`src/rtl/adlf_pkg.sv`:
```
package adlf_pkg;

  localparam int unsigned MAX_ANGLES_DEF = 2048;
  localparam int unsigned SAMPLE_W       = 32;
  localparam int unsigned JUMP_W         = 31;
  localparam int unsigned PASS_W         = 16;
  localparam int unsigned CFG_IDX_W      = 1;
  localparam int unsigned CFG_DATA_W     = 31;

  localparam logic [JUMP_W-1:0] JUMP_RESET = JUMP_W'(65536);
  localparam logic [PASS_W-1:0] PASS_RESET = PASS_W'(1);

  localparam logic [CFG_IDX_W-1:0] REG_JUMP_LIMIT = 1'b0;
  localparam logic [CFG_IDX_W-1:0] REG_PASS_COUNT = 1'b1;

  localparam logic CMD_LOAD    = 1'b0;
  localparam logic CMD_UNLOAD  = 1'b1;
  localparam logic KIND_STATUS = 1'b0;
  localparam logic KIND_SAMPLE = 1'b1;

  typedef enum logic [1:0] {
    ST_OK       = 2'd0,
    ST_BAD_PASS = 2'd1,
    ST_OVERFLOW = 2'd2
  } status_e;

  typedef struct packed {
    logic busy;
    logic start;
    logic dir_bwd;
    logic emit;
  } ctl_cmd_t;

  typedef struct packed {
    logic              last_acc;
    logic              run_ok;
    logic [PASS_W-1:0] pass_cnt;
    logic              pend;
    logic              sweep_done;
    logic              pass_changed;
    logic              status_sent;
  } ctl_sts_t;

endpackage

```
`src/rtl/adlf_ctrl.sv`:
```
module adlf_ctrl (
  input  logic                clk_i,
  input  logic                rst_ni,
  input  adlf_pkg::ctl_sts_t  sts_i,
  output adlf_pkg::ctl_cmd_t  cmd_o
);
  import adlf_pkg::*;

  typedef enum logic [2:0] {
    S_IDLE,
    S_PREP,
    S_FWD,
    S_BWD,
    S_STATUS
  } state_e;

  state_e            state_q;
  logic [PASS_W-1:0] passes_q;
  logic              start_q;
  logic              dir_bwd_q;

  always_ff @(posedge clk_i or negedge rst_ni) begin
    if (!rst_ni) begin
      state_q   <= S_IDLE;
      passes_q  <= '0;
      start_q   <= 1'b0;
      dir_bwd_q <= 1'b0;
    end else begin
      start_q <= 1'b0;
      unique case (state_q)
        S_IDLE: begin
          if (sts_i.last_acc) begin
            passes_q <= sts_i.pass_cnt;
            state_q  <= sts_i.run_ok ? S_PREP : S_STATUS;
          end
        end
        S_PREP: begin
          // unload still parked in the RAM read register
          if (!sts_i.pend) begin
            start_q   <= 1'b1;
            dir_bwd_q <= 1'b0;
            state_q   <= S_FWD;
          end
        end
        S_FWD: begin
          if (sts_i.sweep_done) begin
            start_q   <= 1'b1;
            dir_bwd_q <= 1'b1;
            state_q   <= S_BWD;
          end
        end
        S_BWD: begin
          if (sts_i.sweep_done) begin
            passes_q <= passes_q - PASS_W'(1);
            if (passes_q == PASS_W'(1) || !sts_i.pass_changed) begin
              state_q <= S_STATUS;
            end else begin
              start_q   <= 1'b1;
              dir_bwd_q <= 1'b0;
              state_q   <= S_FWD;
            end
          end
        end
        S_STATUS: begin
          if (sts_i.status_sent) begin
            state_q <= S_IDLE;
          end
        end
        default: state_q <= S_IDLE;
      endcase
    end
  end

  assign cmd_o.busy    = (state_q != S_IDLE);
  assign cmd_o.start   = start_q;
  assign cmd_o.dir_bwd = dir_bwd_q;
  assign cmd_o.emit    = (state_q == S_STATUS);

endmodule

```
`config.mk`:
```
export PLATFORM = sky130hd
export DESIGN_NAME = adlf_ctrl
export DESIGN_NICKNAME = d
export VERILOG_FILES = /design/src/rtl/adlf_pkg.sv /design/src/rtl/adlf_ctrl.sv
export SDC_FILE = /design/constraint.sdc
export NUM_CORES = 1
export LEC_CHECK = 0
export BUFFER_PORTS_ARGS = -buffer_cell sky130_fd_sc_hd__buf_2
export CAP_MARGIN = 20
export CORE_ASPECT_RATIO = 1.5
export CORE_MARGIN = 4
export CORE_UTILIZATION = 57
export CTS_BUF_LIST = sky130_fd_sc_hd__clkbuf_4 sky130_fd_sc_hd__clkbuf_8
export DETAILED_ROUTE_END_ITERATION = 12
export PLACE_DENSITY_LB_ADDON = 0.12
export SYNTH_ARGS = -nofsm -noshare
export SYNTH_HDL_FRONTEND = slang
export SYNTH_SLANG_ARGS = --single-unit
export TNS_END_PERCENT = 10
```
`constraint.sdc`:
```
create_clock -name clk_i -period 2 [get_ports clk_i]
set_input_delay 0 -clock clk_i [delete_from_list [all_inputs] [get_ports clk_i]]
set_output_delay 0 -clock clk_i [all_outputs]
set_load 0.05 [all_outputs]
```
==> out/qor.csv <==
stage,metric,value,unit
place,dp_hpwl,2643,um
detailed_routing,drt_iter0_drc,74,
sta,fin_hold_ws,-0.004854,ns
cts,numCtsBuffers,3,
logic_synthesis,synth_nets,186,
logic_synthesis,synthCells,160,
logic_synthesis,syn_area,0.001411,mm2
cells_and_area,layout.cells.most_common_list,"27 x buf_2, 21 x dfrtp_1, 13 x o21ai_0",
cts,post-cts-setup-buffers,0,
cells_and_area,multiInputGateArea,803.3,um2
pwr,ir_drop,0.9245,mV
status,status,"complete, but fails checks",
cells_and_area,num_antenna_cells,0,
global_route,grt_overflow,0,
logic_synthesis,synth_top_family_by_area,simple AND/OR/NAND/NOR gates,
pwr,p_sw,0.001225,W
pwr,p_leak,0.7339,nW
sta,timing.final.crit_share,0.9245,
pwr,internal-power,0.001311,W
sta,finalSetupTns,0,ns
cts,clock_path_buffers,2,
pwr,powerDensity,1495,mW/mm2
cts,h-tree-depth,1,
logic_synthesis,synth_cell_types,51,
logic_synthesis,synthMuxAreaShare,0.02128,
critical_path,start_kind,flip-flop,
cts,holdBufCountCts,8,
global_route,antenna_found_initial,0,
critical_path,r2r-start,state_q[2],
detailed_routing,drt_pass1_iterations,4,
critical_path,crit_slowest_cell,nor4b_2,
cts,cts-root-buf,clkbuf_4,
sta,rsz0062_at_grt,false,
hold_path,hp-class,input port to flip-flop,
floorplan,core,0.002312,mm2
pwr,pwr-share-comb,0.551,
place,port_buffers,27,
critical_path,endpoint,passes_q[12],
pwr,seqPwrFrac,0.361,
floorplan,ios,28,
place,gp_congestion,0.8879,
logic_synthesis,synth_area_per_cell,8.821,um2
logic_synthesis,ys_seq_area_frac,0.3723,
sta,slew_viol_final,0,
detailed_routing,wl_met1,1418,um
detailed_routing,dr_wl_met3,200,um
pwr,clockPowerShare,0.088,
critical_path,regToRegEndpoint,passes_q[12],
critical_path,end_kind,flip-flop,
logic_synthesis,ys_ff_latch,21,
floorplan,initial_core_util,0.6104,
cells_and_area,regArea,525.5,um2
sta,relSlewSlack,0.5408,
detailed_routing,remaining_drc_errors,0,
cts,cts_resized,0,
cts,clock_sinks,21,
cells_and_area,layout_commonest_cell,buf_2,
pwr,p_total,0.002536,W
sta,worstMarginPinSlew,0.6862,ns
critical_path,critPathBufInv,1,
cells_and_area,final_core_util,0.7338,
global_route,grt_pass1_wl,6168,um
logic_synthesis,synth_flop_cell,dfrtp_1,
global_route,grt_util_all_layers,0.2277,
cts,cts_tree,built,
cts,clock_latency,0.30,ns
critical_path,critical-path-top-delay-family,simple AND/OR/NAND/NOR gates,
critical_path,cp_data_required_time,2.23,ns
sta,fin_crit,1.849,ns
global_route,grt_start_max_net_pins,22,
global_route,grt_pass1_vias,1389,
detailed_routing,routed_wl,3612,um
logic_synthesis,synth-simple-area-share,0.2686,
critical_path,worstSetupPathType,flip-flop to flip-flop,
status,violations,hold timing,
critical_path,crit_arrival,2.08,ns
cells_and_area,area_growth,20.21,%
cells_and_area,fillers,189,
critical_path,r2r_cells,5,
logic_synthesis,yosysWarnings,0,
floorplan,chipHeight,68.94,um
sta,hold_violations,1,
sta,max_freq,540.9,MHz
pwr,switching_share,0.4831,
critical_path,critical-path-max-stage-delay,0.47,ns
sta,fin_skew,0.003287,ns
floorplan,fp.dieW,48.63,um
critical_path,cp_max_fo,13,
logic_synthesis,synth_edf_count,0,
detailed_routing,via_count,1426,
logic_synthesis,synth_xor_area_frac,0.006206,
cells_and_area,drive_gt1_frac,0.2335,
detailed_routing,via_per_inst,6.482,
detailed_routing,wl_per_cell,16.42,um
sta,setup-violations-final,0,
critical_path,crit_start,state_q[2],
critical_path,path_depth,5,
logic_synthesis,synth_adder_area_share,0.01773,
floorplan,dieArea,0.003353,mm2
logic_synthesis,async_reset_ff_frac,1.000,
critical_path,r2r_slack,0.15,ns
logic_synthesis,synth-compound-area-share,0.2553,
flow_run,maxCapViolCount,0,
detailed_routing,ant_nets,0,
cts,clkSlewWorstSetupHoldPaths,0.12,ns
floorplan,row_count,21,
cells_and_area,final_nets,224,
detailed_routing,wl_met2,1917,um
detailed_routing,highest_layer,met4,
critical_path,crit_chain,nor4b_2 > nor2_1 > buf_4 > a21oi_1 > a2bb2oi_1,
## tightest hold or removal path: cells and delay by family
family / cells / cell delay [ns]
AO/OA/AOI/OAI: 2 / 0.19
buffers and inverters: 1 / 0.08
## kinds of logic (layout without fill, tap and decap cells)
family,count (synthesis),in the layout
buffers and inverters,17,54
AO/OA/AOI/OAI,54,54
adder cells (fa/ha/maj),2,2
multiplexers,3,3
XOR/XNOR,1,1
AND/OR/NAND/NOR,62,62
flip-flops,21,21
## Yosys cell counts, drive strengths merged (2+ instances only)
library cell | n | area (um2)
nand2 | 10 | 37.54
o21ai | 13 | 65.06
mux2i | 3 | 30.03
nand4 | 2 | 12.51
nor2b | 2 | 12.51
ha | 2 | 25.02
and2 | 2 | 12.51
nand3b | 3 | 22.52
buf | 9 | 52.55
a21oi | 11 | 55.05
a32oi | 2 | 17.52
and4b | 2 | 20.02
a2bb2oi | 4 | 35.03
nor2 | 12 | 45.04
dfrtp | 21 | 525.5
clkbuf | 3 | 11.26
o22ai | 3 | 18.77
a22oi | 3 | 22.52
nor4 | 4 | 46.29
a41oi | 2 | 17.52
nor3b | 2 | 20.02
nand3 | 6 | 30.03
nand4b | 2 | 17.52
nor4b | 2 | 23.77
nand2b | 2 | 12.51
inv | 5 | 18.77
o311ai | 2 | 17.52
a211oi | 2 | 15.01
nor3 | 8 | 45.04
## sequential cells by signal (all words and copies together), names as in the netlist
name,flops
state_q,3
passes_q,16
dir_bwd_q,1
start_q,1
## stage by stage
stage	instances	area (um2)	setup slack [ns]
2_1_floorplan	160	1411	0.3848
3_3_place_gp	208	1587	0.2123
3_5_place_dp	208	1587	0.1800
4_1_cts	220	1697	0.1704
5_1_grt	220	1697	0.007207
6_report	220	1697	0.1511
## per-layer routing
layer | GRT usage | vias to the layer above
li1 | - | 683
met1 | 0.2622 | 673
met2 | 0.4150 | 58
met3 | 0.03871 | 12
met4 | 0.09764 | 0
met5 | 0 | -
## worst min-delay path by stage
stage | slack, ns | startpoint | end | depth (start not counted)
after CTS | 0.002 | sts_i[12] | passes_q[8] | 3
after global placement | -0.01 | rst_ni | passes_q[2] | 1
final | -0.005 | sts_i[6] | passes_q[2] | 3
after global routing | 0.0001 | sts_i[12] | passes_q[8] | 3
after detailed placement | -0.008 | rst_ni | passes_q[0] | 1
after floorplan | -0.30 | rst_ni | dir_bwd_q | 0
## cell type report
type,instances,share of cell area
Timing Repair Buffer,45,0.1711
Tap cell,23,0.01696
Sequential cell,21,0.3097
Multi-Input combinational cell,122,0.4735
Clock buffer,4,0.01770
Inverter,5,0.01106
## power by group through the flow
stage / registers (W) / clock network (W) / logic [W]
final: 0.000915 / 0.000224 / 0.00140
after global routing: 0.000953 / 0.000248 / 0.00154
after CTS: 0.000908 / 0.000230 / 0.00140
after detailed placement: 0.000918 / 0 / 0.00138
after global placement: 0.000902 / 0 / 0.00133
after floorplan: 0.000846 / 0 / 0.00108
(Power assumes the default switching activity.)
